[config.mk]
export PLATFORM = sky130hd
export DESIGN_NAME = rssi_floor_peak_calibrator_flat
export DESIGN_NICKNAME = d
export VERILOG_FILES = /design/src/hw/rtl/rfpc_pkg.sv /design/src/hw/rtl/rfpc_if.sv /design/src/hw/rtl/rfpc_in_stage.sv /design/src/hw/rtl/rfpc_core.sv /design/src/hw/rtl/rfpc_out_stage.sv /design/src/hw/rtl/rssi_floor_peak_calibrator.sv /design/src/flat_wrapper.sv
export SDC_FILE = /design/constraint.sdc
export NUM_CORES = 1
export LEC_CHECK = 0
export ABC_CLOCK_PERIOD_IN_PS = 4000
export BUFFER_PORTS_ARGS = -buffer_cell sky130_fd_sc_hd__buf_4
export CAP_MARGIN = 15
export CORE_AREA = 2 2 197 122
export CTS_CLUSTER_SIZE = 40
export DETAILED_ROUTE_END_ITERATION = 8
export DIE_AREA = 0 0 199 124
export PLACE_DENSITY_LB_ADDON = 0.08
export SETUP_SLACK_MARGIN = 0.3
export SYNTH_ARGS = -nofsm -noshare
export SYNTH_HDL_FRONTEND = slang
export SYNTH_SLANG_ARGS = --single-unit
[constraint.sdc]
create_clock -name clk_i -period 4 [get_ports clk_i]
set_input_delay 0.2 -clock clk_i [delete_from_list [all_inputs] [get_ports clk_i]]
set_output_delay 0.2 -clock clk_i [all_outputs]
set_load 0.05 [all_outputs]
[src/hw/rtl/rfpc_pkg.sv]
`default_nettype none

package rfpc_pkg;

  // channel plan and reading width
  localparam int CHANNEL_COUNT = 40;
  localparam int READING_BITS  = 12;
  localparam int CHAN_W        = 6;
  localparam int SWEEP_W       = 8;
  localparam int PHASE_W       = 3;
  localparam int CFG_IDX_W     = 1;
  localparam int CFG_DATA_W    = 8;

  localparam logic [READING_BITS-1:0] READING_MAX = {READING_BITS{1'b1}};
  localparam logic [SWEEP_W-1:0]      SWEEP_MAX   = {SWEEP_W{1'b1}};

  // calibration phases
  localparam logic [PHASE_W-1:0] PH_WAIT_LOW  = 3'd0;
  localparam logic [PHASE_W-1:0] PH_SCAN_LOW  = 3'd1;
  localparam logic [PHASE_W-1:0] PH_WAIT_HIGH = 3'd2;
  localparam logic [PHASE_W-1:0] PH_SCAN_HIGH = 3'd3;
  localparam logic [PHASE_W-1:0] PH_DONE      = 3'd4;

  // request kinds
  localparam logic REQ_TICK   = 1'b0;
  localparam logic REQ_BUTTON = 1'b1;

  // configuration register indexes
  localparam logic [CFG_IDX_W-1:0] CFG_SWEEPS_NEEDED    = 1'd0;
  localparam logic [CFG_IDX_W-1:0] CFG_DIVERSITY_ENABLE = 1'd1;

  // reset values of the configuration registers
  localparam logic [SWEEP_W-1:0] SWEEPS_NEEDED_RST    = 8'd10;
  localparam logic               DIVERSITY_ENABLE_RST = 1'b1;

  typedef struct packed {
    logic                    req_type;
    logic                    reading_stable;
    logic [READING_BITS-1:0] strength_a;
    logic [READING_BITS-1:0] strength_b;
    logic                    mode_short_press;
  } item_t;

  typedef struct packed {
    logic [PHASE_W-1:0]      phase;
    logic [CHAN_W-1:0]       tune_channel;
    logic [READING_BITS-1:0] floor_a;
    logic [READING_BITS-1:0] floor_b;
    logic [READING_BITS-1:0] peak_a;
    logic [READING_BITS-1:0] peak_b;
    logic                    save_pulse;
    logic                    refresh_pulse;
  } result_t;

endpackage

`default_nettype wire

[src/hw/rtl/rfpc_if.sv]
`default_nettype none

// input word channel
interface rfpc_in_if;
  logic                              valid;
  logic                              ready;
  logic                              req_type;
  logic                              reading_stable;
  logic [rfpc_pkg::READING_BITS-1:0] strength_a;
  logic [rfpc_pkg::READING_BITS-1:0] strength_b;
  logic                              mode_short_press;

  modport source (
    output valid, req_type, reading_stable, strength_a, strength_b, mode_short_press,
    input  ready
  );
  modport sink (
    input  valid, req_type, reading_stable, strength_a, strength_b, mode_short_press,
    output ready
  );
endinterface

// result word channel
interface rfpc_out_if;
  logic                              valid;
  logic                              ready;
  logic [rfpc_pkg::PHASE_W-1:0]      phase;
  logic [rfpc_pkg::CHAN_W-1:0]       tune_channel;
  logic [rfpc_pkg::READING_BITS-1:0] floor_a;
  logic [rfpc_pkg::READING_BITS-1:0] floor_b;
  logic [rfpc_pkg::READING_BITS-1:0] peak_a;
  logic [rfpc_pkg::READING_BITS-1:0] peak_b;
  logic                              save_pulse;
  logic                              refresh_pulse;

  modport source (
    output valid, phase, tune_channel, floor_a, floor_b, peak_a, peak_b,
           save_pulse, refresh_pulse,
    input  ready
  );
  modport sink (
    input  valid, phase, tune_channel, floor_a, floor_b, peak_a, peak_b,
           save_pulse, refresh_pulse,
    output ready
  );
endinterface

`default_nettype wire

[src/hw/rtl/rfpc_in_stage.sv]
`default_nettype none

module rfpc_in_stage (
  input  wire logic            clk_i,
  input  wire logic            rst_ni,
  input  wire logic            in_valid_i,
  output logic                 in_ready_o,
  input  wire rfpc_pkg::item_t in_item_i,
  input  wire logic            out_free_i,
  output logic                 adv_o,
  output rfpc_pkg::item_t      item_o
);

  logic            valid_q;
  logic            valid_d;
  rfpc_pkg::item_t item_q;

  // word moves on when the result register can take it
  assign adv_o      = valid_q && out_free_i;
  assign in_ready_o = !valid_q || adv_o;
  assign valid_d    = (in_valid_i && in_ready_o) || (valid_q && !adv_o);
  assign item_o     = item_q;

  always_ff @(posedge clk_i or negedge rst_ni) begin
    if (!rst_ni) begin
      valid_q <= 1'b0;
    end else begin
      valid_q <= valid_d;
    end
  end

  // payload capture
  always_ff @(posedge clk_i) begin
    if (in_valid_i && in_ready_o) begin
      item_q <= in_item_i;
    end
  end

endmodule

`default_nettype wire

[src/hw/rtl/rfpc_core.sv]
`default_nettype none

module rfpc_core (
  input  wire logic                                clk_i,
  input  wire logic                                rst_ni,
  input  wire logic                                cfg_we_i,
  input  wire logic [rfpc_pkg::CFG_IDX_W-1:0]      cfg_idx_i,
  input  wire logic [rfpc_pkg::CFG_DATA_W-1:0]     cfg_wdata_i,
  input  wire logic                                adv_i,
  input  wire rfpc_pkg::item_t                     item_i,
  output rfpc_pkg::result_t                        res_o
);

  logic [rfpc_pkg::SWEEP_W-1:0]      sweeps_needed_q;
  logic                              diversity_q;

  logic [rfpc_pkg::PHASE_W-1:0]      phase_q, phase_d;
  logic [rfpc_pkg::CHAN_W-1:0]       chan_q, chan_d;
  logic [rfpc_pkg::SWEEP_W-1:0]      sweep_q, sweep_d;
  logic [rfpc_pkg::READING_BITS-1:0] floor_a_q, floor_a_d;
  logic [rfpc_pkg::READING_BITS-1:0] floor_b_q, floor_b_d;
  logic [rfpc_pkg::READING_BITS-1:0] peak_a_q, peak_a_d;
  logic [rfpc_pkg::READING_BITS-1:0] peak_b_q, peak_b_d;
  logic                              save;
  logic                              refresh;

  logic [rfpc_pkg::CHAN_W:0]         chan_inc;
  logic                              wrap;
  logic [rfpc_pkg::SWEEP_W-1:0]      sweep_inc;
  logic                              scan_end;

  // configuration registers
  always_ff @(posedge clk_i or negedge rst_ni) begin
    if (!rst_ni) begin
      sweeps_needed_q <= rfpc_pkg::SWEEPS_NEEDED_RST;
      diversity_q     <= rfpc_pkg::DIVERSITY_ENABLE_RST;
    end else if (cfg_we_i) begin
      unique case (cfg_idx_i)
        rfpc_pkg::CFG_SWEEPS_NEEDED:    sweeps_needed_q <= cfg_wdata_i;
        rfpc_pkg::CFG_DIVERSITY_ENABLE: diversity_q     <= cfg_wdata_i[0];
        default: ;
      endcase
    end
  end

  // channel stepping and sweep count for a stable tick
  assign chan_inc  = {1'b0, chan_q} + 7'd1;
  assign wrap      = chan_inc >= 7'(rfpc_pkg::CHANNEL_COUNT);
  assign sweep_inc = (sweep_q == rfpc_pkg::SWEEP_MAX) ? sweep_q : sweep_q + 8'd1;
  assign scan_end  = wrap && (sweep_inc == sweeps_needed_q);

  // next state for one word
  always_comb begin
    phase_d   = phase_q;
    chan_d    = chan_q;
    sweep_d   = sweep_q;
    floor_a_d = floor_a_q;
    floor_b_d = floor_b_q;
    peak_a_d  = peak_a_q;
    peak_b_d  = peak_b_q;
    save      = 1'b0;
    refresh   = 1'b0;
    if (item_i.req_type == rfpc_pkg::REQ_TICK) begin
      if (item_i.reading_stable) begin
        // fold readings into running extremes
        unique case (phase_q)
          rfpc_pkg::PH_SCAN_LOW: begin
            if (item_i.strength_a < floor_a_q) floor_a_d = item_i.strength_a;
            if (diversity_q && item_i.strength_b < floor_b_q) floor_b_d = item_i.strength_b;
          end
          rfpc_pkg::PH_SCAN_HIGH: begin
            if (item_i.strength_a > peak_a_q) peak_a_d = item_i.strength_a;
            if (diversity_q && item_i.strength_b > peak_b_q) peak_b_d = item_i.strength_b;
          end
          default: ;
        endcase
        chan_d = wrap ? '0 : chan_inc[rfpc_pkg::CHAN_W-1:0];
        if (wrap) begin
          sweep_d = sweep_inc;
        end
        if (scan_end && phase_q == rfpc_pkg::PH_SCAN_LOW) begin
          phase_d = rfpc_pkg::PH_WAIT_HIGH;
          refresh = 1'b1;
        end else if (scan_end && phase_q == rfpc_pkg::PH_SCAN_HIGH) begin
          phase_d = rfpc_pkg::PH_DONE;
          refresh = 1'b1;
        end
      end
    end else if (item_i.mode_short_press) begin
      // button handling per phase
      unique case (phase_q)
        rfpc_pkg::PH_WAIT_LOW: begin
          phase_d   = rfpc_pkg::PH_SCAN_LOW;
          sweep_d   = '0;
          chan_d    = '0;
          floor_a_d = rfpc_pkg::READING_MAX;
          if (diversity_q) floor_b_d = rfpc_pkg::READING_MAX;
          refresh   = 1'b1;
        end
        rfpc_pkg::PH_WAIT_HIGH: begin
          phase_d  = rfpc_pkg::PH_SCAN_HIGH;
          sweep_d  = '0;
          chan_d   = '0;
          peak_a_d = '0;
          if (diversity_q) peak_b_d = '0;
          refresh  = 1'b1;
        end
        rfpc_pkg::PH_DONE: begin
          phase_d = rfpc_pkg::PH_WAIT_LOW;
          save    = 1'b1;
          refresh = 1'b1;
        end
        default: ;
      endcase
    end
  end

  // calibration state
  always_ff @(posedge clk_i or negedge rst_ni) begin
    if (!rst_ni) begin
      phase_q   <= rfpc_pkg::PH_WAIT_LOW;
      chan_q    <= '0;
      sweep_q   <= '0;
      floor_a_q <= rfpc_pkg::READING_MAX;
      floor_b_q <= rfpc_pkg::READING_MAX;
      peak_a_q  <= '0;
      peak_b_q  <= '0;
    end else if (adv_i) begin
      phase_q   <= phase_d;
      chan_q    <= chan_d;
      sweep_q   <= sweep_d;
      floor_a_q <= floor_a_d;
      floor_b_q <= floor_b_d;
      peak_a_q  <= peak_a_d;
      peak_b_q  <= peak_b_d;
    end
  end

  // result reflects the state after this word
  always_comb begin
    res_o.phase         = phase_d;
    res_o.tune_channel  = chan_d;
    res_o.floor_a       = floor_a_d;
    res_o.floor_b       = floor_b_d;
    res_o.peak_a        = peak_a_d;
    res_o.peak_b        = peak_b_d;
    res_o.save_pulse    = save;
    res_o.refresh_pulse = refresh;
  end

endmodule

`default_nettype wire

[src/hw/rtl/rfpc_out_stage.sv]
`default_nettype none

module rfpc_out_stage (
  input  wire logic              clk_i,
  input  wire logic              rst_ni,
  input  wire logic              adv_i,
  input  wire rfpc_pkg::result_t res_i,
  input  wire logic              out_ready_i,
  output logic                   out_valid_o,
  output logic                   out_free_o,
  output rfpc_pkg::result_t      res_o
);

  logic              valid_q;
  logic              valid_d;
  rfpc_pkg::result_t res_q;

  // register is free when empty or being drained
  assign out_free_o  = !valid_q || out_ready_i;
  assign valid_d     = adv_i || (valid_q && !out_ready_i);
  assign out_valid_o = valid_q;
  assign res_o       = res_q;

  always_ff @(posedge clk_i or negedge rst_ni) begin
    if (!rst_ni) begin
      valid_q <= 1'b0;
    end else begin
      valid_q <= valid_d;
    end
  end

  // result capture
  always_ff @(posedge clk_i) begin
    if (adv_i) begin
      res_q <= res_i;
    end
  end

endmodule

`default_nettype wire

[src/hw/rtl/rssi_floor_peak_calibrator.sv]
// channel  direction  handshake       payload
// in_i     sink       valid / ready   req_type, reading_stable, strength_a/b, mode_short_press
// out_o    source     valid / ready   phase, tune_channel, floor/peak a/b, save/refresh pulses
// cfg      write      cfg_we_i        cfg_idx_i, cfg_wdata_i
//
// A word passes from acceptance to result through the input register, then
// the compare/update logic feeding the result register. One word per clock
// is sustained while out_o is ready; the rate is set by the state update in the core.
// Reset is asynchronous, active low, and clears state and both valid flags.
// A stalled result register holds the input register, which then drops ready.
`default_nettype none

module rssi_floor_peak_calibrator (
  input  wire logic                            clk_i,
  input  wire logic                            rst_ni,
  input  wire logic                            cfg_we_i,
  input  wire logic [rfpc_pkg::CFG_IDX_W-1:0]  cfg_idx_i,
  input  wire logic [rfpc_pkg::CFG_DATA_W-1:0] cfg_wdata_i,
  rfpc_in_if.sink                              in_i,
  rfpc_out_if.source                           out_o
);

  rfpc_pkg::item_t   in_item;
  rfpc_pkg::item_t   item;
  rfpc_pkg::result_t res_d;
  rfpc_pkg::result_t res_q;
  logic              adv;
  logic              out_free;

  // gather input payload
  always_comb begin
    in_item.req_type         = in_i.req_type;
    in_item.reading_stable   = in_i.reading_stable;
    in_item.strength_a       = in_i.strength_a;
    in_item.strength_b       = in_i.strength_b;
    in_item.mode_short_press = in_i.mode_short_press;
  end

  rfpc_in_stage u_in_stage (
    .clk_i      (clk_i),
    .rst_ni     (rst_ni),
    .in_valid_i (in_i.valid),
    .in_ready_o (in_i.ready),
    .in_item_i  (in_item),
    .out_free_i (out_free),
    .adv_o      (adv),
    .item_o     (item)
  );

  rfpc_core u_core (
    .clk_i       (clk_i),
    .rst_ni      (rst_ni),
    .cfg_we_i    (cfg_we_i),
    .cfg_idx_i   (cfg_idx_i),
    .cfg_wdata_i (cfg_wdata_i),
    .adv_i       (adv),
    .item_i      (item),
    .res_o       (res_d)
  );

  rfpc_out_stage u_out_stage (
    .clk_i       (clk_i),
    .rst_ni      (rst_ni),
    .adv_i       (adv),
    .res_i       (res_d),
    .out_ready_i (out_o.ready),
    .out_valid_o (out_o.valid),
    .out_free_o  (out_free),
    .res_o       (res_q)
  );

  // scatter result payload
  assign out_o.phase         = res_q.phase;
  assign out_o.tune_channel  = res_q.tune_channel;
  assign out_o.floor_a       = res_q.floor_a;
  assign out_o.floor_b       = res_q.floor_b;
  assign out_o.peak_a        = res_q.peak_a;
  assign out_o.peak_b        = res_q.peak_b;
  assign out_o.save_pulse    = res_q.save_pulse;
  assign out_o.refresh_pulse = res_q.refresh_pulse;

  // a save always comes with a refresh and lands in wait-low
  assert property (@(posedge clk_i) disable iff (!rst_ni)
    out_o.valid && out_o.save_pulse |->
      out_o.refresh_pulse && out_o.phase == rfpc_pkg::PH_WAIT_LOW)
    else $error("save pulse without refresh or outside wait-low");

  // tuned channel stays inside the channel plan
  assert property (@(posedge clk_i) disable iff (!rst_ni)
    out_o.valid |-> 7'({1'b0, out_o.tune_channel}) < 7'(rfpc_pkg::CHANNEL_COUNT))
    else $error("tune channel beyond channel count");

  // a refresh into wait-high or done only follows a wrap to channel 0
  assert property (@(posedge clk_i) disable iff (!rst_ni)
    out_o.valid && out_o.refresh_pulse &&
      (out_o.phase == rfpc_pkg::PH_WAIT_HIGH || out_o.phase == rfpc_pkg::PH_DONE) |->
      out_o.tune_channel == '0)
    else $error("scan ended without channel wrap");

  // the input register only drains into a free result register
  assert property (@(posedge clk_i) disable iff (!rst_ni)
    adv |=> out_o.valid)
    else $error("result lost after input advance");

endmodule

`default_nettype wire
[src/flat_wrapper.sv]
// flat-port wrapper written by rule: the top's interface ports become plain ports
module rssi_floor_peak_calibrator_flat 
  (clk_i, rst_ni, cfg_we_i, cfg_idx_i, cfg_wdata_i, in_i_valid, in_i_req_type, in_i_reading_stable, in_i_strength_a, in_i_strength_b, in_i_mode_short_press, in_i_ready, out_o_valid, out_o_phase, out_o_tune_channel, out_o_floor_a, out_o_floor_b, out_o_peak_a, out_o_peak_b, out_o_save_pulse, out_o_refresh_pulse, out_o_ready);
  rfpc_in_if in_i_i ();
  rfpc_out_if out_o_i ();
  input  wire logic clk_i;
  input  wire logic rst_ni;
  input  wire logic cfg_we_i;
  input  wire logic [rfpc_pkg::CFG_IDX_W-1:0] cfg_idx_i;
  input  wire logic [rfpc_pkg::CFG_DATA_W-1:0] cfg_wdata_i;
  input wire logic [$bits(in_i_i.valid)-1:0] in_i_valid;
  input wire logic [$bits(in_i_i.req_type)-1:0] in_i_req_type;
  input wire logic [$bits(in_i_i.reading_stable)-1:0] in_i_reading_stable;
  input wire logic [$bits(in_i_i.strength_a)-1:0] in_i_strength_a;
  input wire logic [$bits(in_i_i.strength_b)-1:0] in_i_strength_b;
  input wire logic [$bits(in_i_i.mode_short_press)-1:0] in_i_mode_short_press;
  output wire logic [$bits(in_i_i.ready)-1:0] in_i_ready;
  output wire logic [$bits(out_o_i.valid)-1:0] out_o_valid;
  output wire logic [$bits(out_o_i.phase)-1:0] out_o_phase;
  output wire logic [$bits(out_o_i.tune_channel)-1:0] out_o_tune_channel;
  output wire logic [$bits(out_o_i.floor_a)-1:0] out_o_floor_a;
  output wire logic [$bits(out_o_i.floor_b)-1:0] out_o_floor_b;
  output wire logic [$bits(out_o_i.peak_a)-1:0] out_o_peak_a;
  output wire logic [$bits(out_o_i.peak_b)-1:0] out_o_peak_b;
  output wire logic [$bits(out_o_i.save_pulse)-1:0] out_o_save_pulse;
  output wire logic [$bits(out_o_i.refresh_pulse)-1:0] out_o_refresh_pulse;
  input wire logic [$bits(out_o_i.ready)-1:0] out_o_ready;
  assign in_i_i.valid = in_i_valid;
  assign in_i_i.req_type = in_i_req_type;
  assign in_i_i.reading_stable = in_i_reading_stable;
  assign in_i_i.strength_a = in_i_strength_a;
  assign in_i_i.strength_b = in_i_strength_b;
  assign in_i_i.mode_short_press = in_i_mode_short_press;
  assign in_i_ready = in_i_i.ready;
  assign out_o_valid = out_o_i.valid;
  assign out_o_phase = out_o_i.phase;
  assign out_o_tune_channel = out_o_i.tune_channel;
  assign out_o_floor_a = out_o_i.floor_a;
  assign out_o_floor_b = out_o_i.floor_b;
  assign out_o_peak_a = out_o_i.peak_a;
  assign out_o_peak_b = out_o_i.peak_b;
  assign out_o_save_pulse = out_o_i.save_pulse;
  assign out_o_refresh_pulse = out_o_i.refresh_pulse;
  assign out_o_i.ready = out_o_ready;
  rssi_floor_peak_calibrator u_core (.clk_i(clk_i), .rst_ni(rst_ni), .cfg_we_i(cfg_we_i), .cfg_idx_i(cfg_idx_i), .cfg_wdata_i(cfg_wdata_i), .in_i(in_i_i), .out_o(out_o_i));
endmodule
# After elaboration in Yosys (flattened, before gate mapping)
# Cells that the tools add are included.
# word_totals
ff_bits	162
latchBits	0
mem_bits_rw	0
mem_bits_ro	0
out_inout_bits	61
n_memories	0
# classes
add_sub_neg	2
multipliers	0
div	0
n_lt_le_gt_ge	5
n_eq_ne	8
shift	0
muxes	50
bitwise	1
reduce_logical	26
# op_table
cell	n
2-to-1 mux 12 bit	26
2-to-1 mux 8 bit	6
2-to-1 mux 6 bit	5
> comparator 12 bit	2
< comparator 12 bit	2
2-to-1 mux 3 bit	5
logical AND 1 bit	9
case mux 3 bit (3 select lines)	1
adder 8 x 1 -> 8 bit (second input constant)	1
== test 8 bit	1
== test 8 bit (second input constant)	1
adder 6 x 1 -> 7 bit (second input constant)	1
>= comparator 7 x 6 -> 1 bit (second input constant)	1
2-to-1 mux 1 bit	7
== test 3 x 2 -> 1 bit (second input constant)	2
AND reduction 2 bit	3
AND reduction 5 bit	1
logical NOT 1 bit	4
logical OR 1 bit	4
inequality test 2 bit (second input constant)	2
nonzero test 2 bit	2
== test 3 x 1 -> 1 bit (second input constant)	1
== test 3 bit (second input constant)	1
logical NOT 3 bit	1
3 further kinds	3

# Depth between registers and ports, before layout
# logic_depth
word_depth	9
mapped_depth	9
depth_no_buf	8

# Hierarchy
# From an unflattened synthesis, not the netlist that was laid out.
# hier_totals
hier_cells	699
hier_area_um2	8087.8
# by_module_without_submodules
mod	n_inst	cells_each	area_each_um2
rfpc_core	1	605	5397.7
rfpc_out_stage	1	62	1819.2
rfpc_in_stage	1	32	870.8

# Least setup slack after synthesis
# Ideal clock, no wire load.
# synth_path
path_kind	reg-to-reg
from	reg u_core.u_out_stage.valid_q, in the netlist u_core.u_out_stage.out_valid_o
to	reg u_core.u_core.floor_a_q[10] (netlist bit)
arrival_time_ps	3588
required_ps	3923
setup_slack_ps	334
stages_incl_launch_ff	8
path_buffers	2
period_less_slack_ps	3666
path_cell_list	dfrtp_1 -> nand2b_1 -> nand2_1 -> clkinv_1 -> clkbuf_1 -> nand3_1 -> clkbuf_1 -> a31oi_1
# synth_via
elab_chain_cells	3
# synth_lines
item	line_no	source
from (decl)	rfpc_out_stage.sv:14	logic valid_q;
from (signal assigned)	rfpc_out_stage.sv:28	valid_q <= valid_d;
logical NOT 1 bit	rfpc_out_stage.sv:19	assign out_free_o = !valid_q || out_ready_i;
logical OR 1 bit	rfpc_out_stage.sv:19	
logical AND 1 bit	rfpc_in_stage.sv:19	assign adv_o = valid_q && out_free_i;
named net u_core.adv	rssi_floor_peak_calibrator.sv:27	logic adv;
to (signal assigned)	rfpc_core.sv:124	floor_a_q <= rfpc_pkg::READING_MAX;
to (signal assigned)	rfpc_core.sv:132	floor_a_q <= floor_a_d;
to (decl)	rfpc_core.sv:20	logic [rfpc_pkg::READING_BITS-1:0] floor_a_q, floor_a_d;
# The timed path passes the listed nets, and every way through them passes these cells.
# A chain may end at the register's enable or synchronous reset.

# Final worst setup path
# layout_path
from	reg u_core.u_core.floor_b_q[11] (netlist bit)
to	reg u_core.u_core.floor_b_q[9] (netlist bit)
# layout_via
elab_chain_cells	6
# layout_lines
item	line_no	source
from (decl)	rfpc_core.sv:21	logic [rfpc_pkg::READING_BITS-1:0] floor_b_q, floor_b_d;
from (signal assigned)	rfpc_core.sv:125	floor_b_q <= rfpc_pkg::READING_MAX;
from (signal assigned)	rfpc_core.sv:133	floor_b_q <= floor_b_d;
< comparator 12 bit	rfpc_core.sv:69	if (diversity_q && item_i.strength_b < floor_b_q) floor_b_d = item_i.strength_b;
logical AND 1 bit	rfpc_core.sv:69	
2-to-1 mux 12 bit	rfpc_core.sv:69	
2-to-1 mux 12 bit	rfpc_core.sv:66	unique case (phase_q)
2-to-1 mux 12 bit	rfpc_core.sv:64	if (item_i.reading_stable) begin
2-to-1 mux 12 bit	rfpc_core.sv:63	if (item_i.req_type == rfpc_pkg::REQ_TICK) begin
# No other way between the ends.

==> out/qor.yml <==
sta:
  fin_crit_ns: 3.09
  slew_viol_final: 0
  finalSetupTns_ns: 0
  period_share_pct: 77.1
  setup_violations: 0
  relSlewSlack_pct: 27.2
  fmax_mhz: 324
  finalWorstSetupSlack_ns: 0.914
  rsz0062_at_grt: "false"
  finalClockSkew_ns: 0.0121
  finalHoldViolCount: 0
  tightest_slew_ns: 1.06
routing:
  drc_errors: 0
  vias: 7158
  wirelength_mm: 24.8
  vias_per_cell: 5.62
  drt_iter0_markers: 555
  drt_first_pass_iters: 5
  drt-wirelength-per-cell_um: 19.5
  ant_nets: 0
yosys:
  synth_nets: 919
  ys_types: 75
  yosysTopAreaCellShare_pct: 28.7
  synth_seq_cells: 162
  async_reset_ff_share_pct: 46.9
  synth_common_cells: "edfxtp_1, inv_1, nand2_1"
  synth.most_common_cell: "edfxtp_1"
  synth_flop_cell: "edfxtp_1"
  syn-instance-count: 830
  post_synth.cell_area_avg_um2: 10.8
  synth_edf_count: 86
  synth_top_area_cell: "edfxtp_1"
  syn_area_um2: 8990
  ys_warn_count: 0
  synth-seq-area-share_pct: 50.3
  synth_area_leaders: "edfxtp_1, dfrtp_1, dfstp_2"
die:
  fp-row-count: 43
  die_w_um: 199
  dieArea_um2: 24700
  initial_core_util_pct: 39.5
  ios: 102
  die_h_um: 124
  core_um2: 22800
job:
  max_cap_viol_count: 0
layout:
  utilization_pct: 48.2
  diodes: 0
  fin_nets: 1034
  final_layout_size_suffix_gt1_share_pct: 20.8
  syn2layout_area_growth_pct: 22.1
setup_path:
  ff2ff_path_depth: 5
  cp.required_ns: 4.34
  end_kind: "flip-flop"
  crit_type: "flip-flop to flip-flop"
  crit_fanout: 12
  worst_ep_arrival_time_ns: 3.43
  cp-start-kind: "flip-flop"
power_and_ir_drop:
  vdd_ir_drop_max_uv: 274
  power.density_nw_per_um2: 498
  power_leakage_nw: 4.69
  total_power_w: 0.00547
placement:
  numPortBuffers: 101
  hpwl_mm: 17.4
  pre_cts_slack_ns: 1.04
  gp_congestion: 0.862
min_path:
  min_delay_path_depth: 3
  hold_class: "primary input to flip-flop"
global_routing:
  grt_pass1_vias: 6886
  grt_pass1_wl_mm: 38.7
  grt_use_total_pct: 20.8
  gr-total-overflow: 0
  grt_max_degree: 77
  antenna_found_initial: 0
clock_network:
  cts_made_buffers: 17
  htree_num_levels: 4
  ctsResizeCount: 0
  cts_setup_buffers: 0
  root_buffer: "clkbuf_16"
  clock_path_buffers: 2
  clk_pin_slew_worst_paths_ns: 0.07
  cts_tree: "done"
  cts_sinks: 162
  clkLatencyLatePin_ns: 0.44
  cts-hold-fix-buffers: 36
status:
  status: "finished clean"
-- critical path: stages, from the launching register on --
cell and delay, ns:
dfstp_2 0.54, inv_1 0.04, ha_1 0.31, a2111oi_0 0.95, o2111ai_2 0.76, mux2i_1 0.39
-- power by group --
group          switching (W)  internal, W  total (W)
clock               0.000706      0.00105    0.00175
sequential          0.000190      0.00211    0.00230
combinational       0.000900     0.000514    0.00141
-- metrics by stage --
step                      hold WS, ns  instances  cell area (um^2)
after detailed placement        0.379       1203              9960
after global routing           0.0380       1273             11000
after global placement          0.378       1203              9960
final                          0.0481       1273             11000
after floorplan               -0.0956        830              8990
after CTS                     0.00621       1271             10900
-- final timing paths --
path | from | endpoint | slack, ns
max in group asynchronous | rst_ni | u_core.u_core.floor_a_q[6] | 3.16
setup reg to reg | u_core.u_core.floor_b_q[11] | u_core.u_core.floor_b_q[9] | 0.91
min in group asynchronous | rst_ni | u_core.u_core.sweeps_needed_q[7] | 0.16
hold / removal | out_o_ready | u_core.u_out_stage.out_valid_o | 0.05
hold reg to reg | u_core.u_in_stage.valid_q | u_core.u_out_stage.out_valid_o | 0.51
setup / recovery | u_core.u_core.floor_b_q[11] | u_core.u_core.floor_b_q[9] | 0.91
-- placed cells by master (no fill, tap or decap), types with 5 or more instances in the layout --
master         synthesis  final
a21o_1                15     15
dlygate4sd3_1          0     37
clkbuf_16              0     17
buf_4                  5    114
a31oi_1               28     28
inv_1                 66     66
nand2b_1              10     10
mux2_2                11     11
and3_1                19     19
o311ai_0              12     12
dfstp_2               27     27
dfrtp_1               49     49
nand3_1                7      7
o21a_1                 6      6
nor2b_1               21     21
o21ai_0               30     30
ha_1                  48     48
nand4_1               12     12
a221o_1               12     12
nor2_1                55     55
o22a_1                 5      5
nand2_1               57     57
a311o_1               12     12
a211oi_1              40     40
nor3_1                 6      6
a21oi_1               33     33
mux2i_1               37     37
edfxtp_1              86     86
-- final cells by class --
cell class / count / area [um^2]
Multi-Input combinational cell: 545 / 3940
Fill cell: 2092 / 11800
Clock buffer: 19 / 433
Tap cell: 315 / 394
Clock inverter: 13 / 185
Timing Repair Buffer: 152 / 1250
Inverter: 67 / 251
Sequential cell: 162 / 4520
-- cell families after synthesis --
group	after synthesis	synth area share [%]
buffers and inverters	123	5.94
flip-flops	162	50.3
AO/OA/AOI/OAI	231	19.1
AND/OR/NAND/NOR	213	12.1
multiplexers	48	5.50
adder cells (fa/ha/maj)	48	6.68
XOR/XNOR	5	0.487
-- sequential cells by signal, indices dropped and copies added (netlist names), 8 cells and up --
register and cells:
u_core.u_out_stage.res_o 59, u_core.u_core.peak_a_q 12, u_core.u_core.peak_b_q 12, u_core.u_core.sweeps_needed_q 8, u_core.u_in_stage.item_o 27, u_core.u_core.floor_a_q 12
u_core.u_core.sweep_q 8, u_core.u_core.floor_b_q 12
-- metal layers --
metal  vias up  wire length, um  global-route usage [%]
met1      3572            12900                    31.7
met5         -                0                       0
li1       3356                -                       -
met4         0              148                    4.06
met3         9             1340                    4.93
met2       221            10400                    29.9
(Power assumes the default switching activity.)
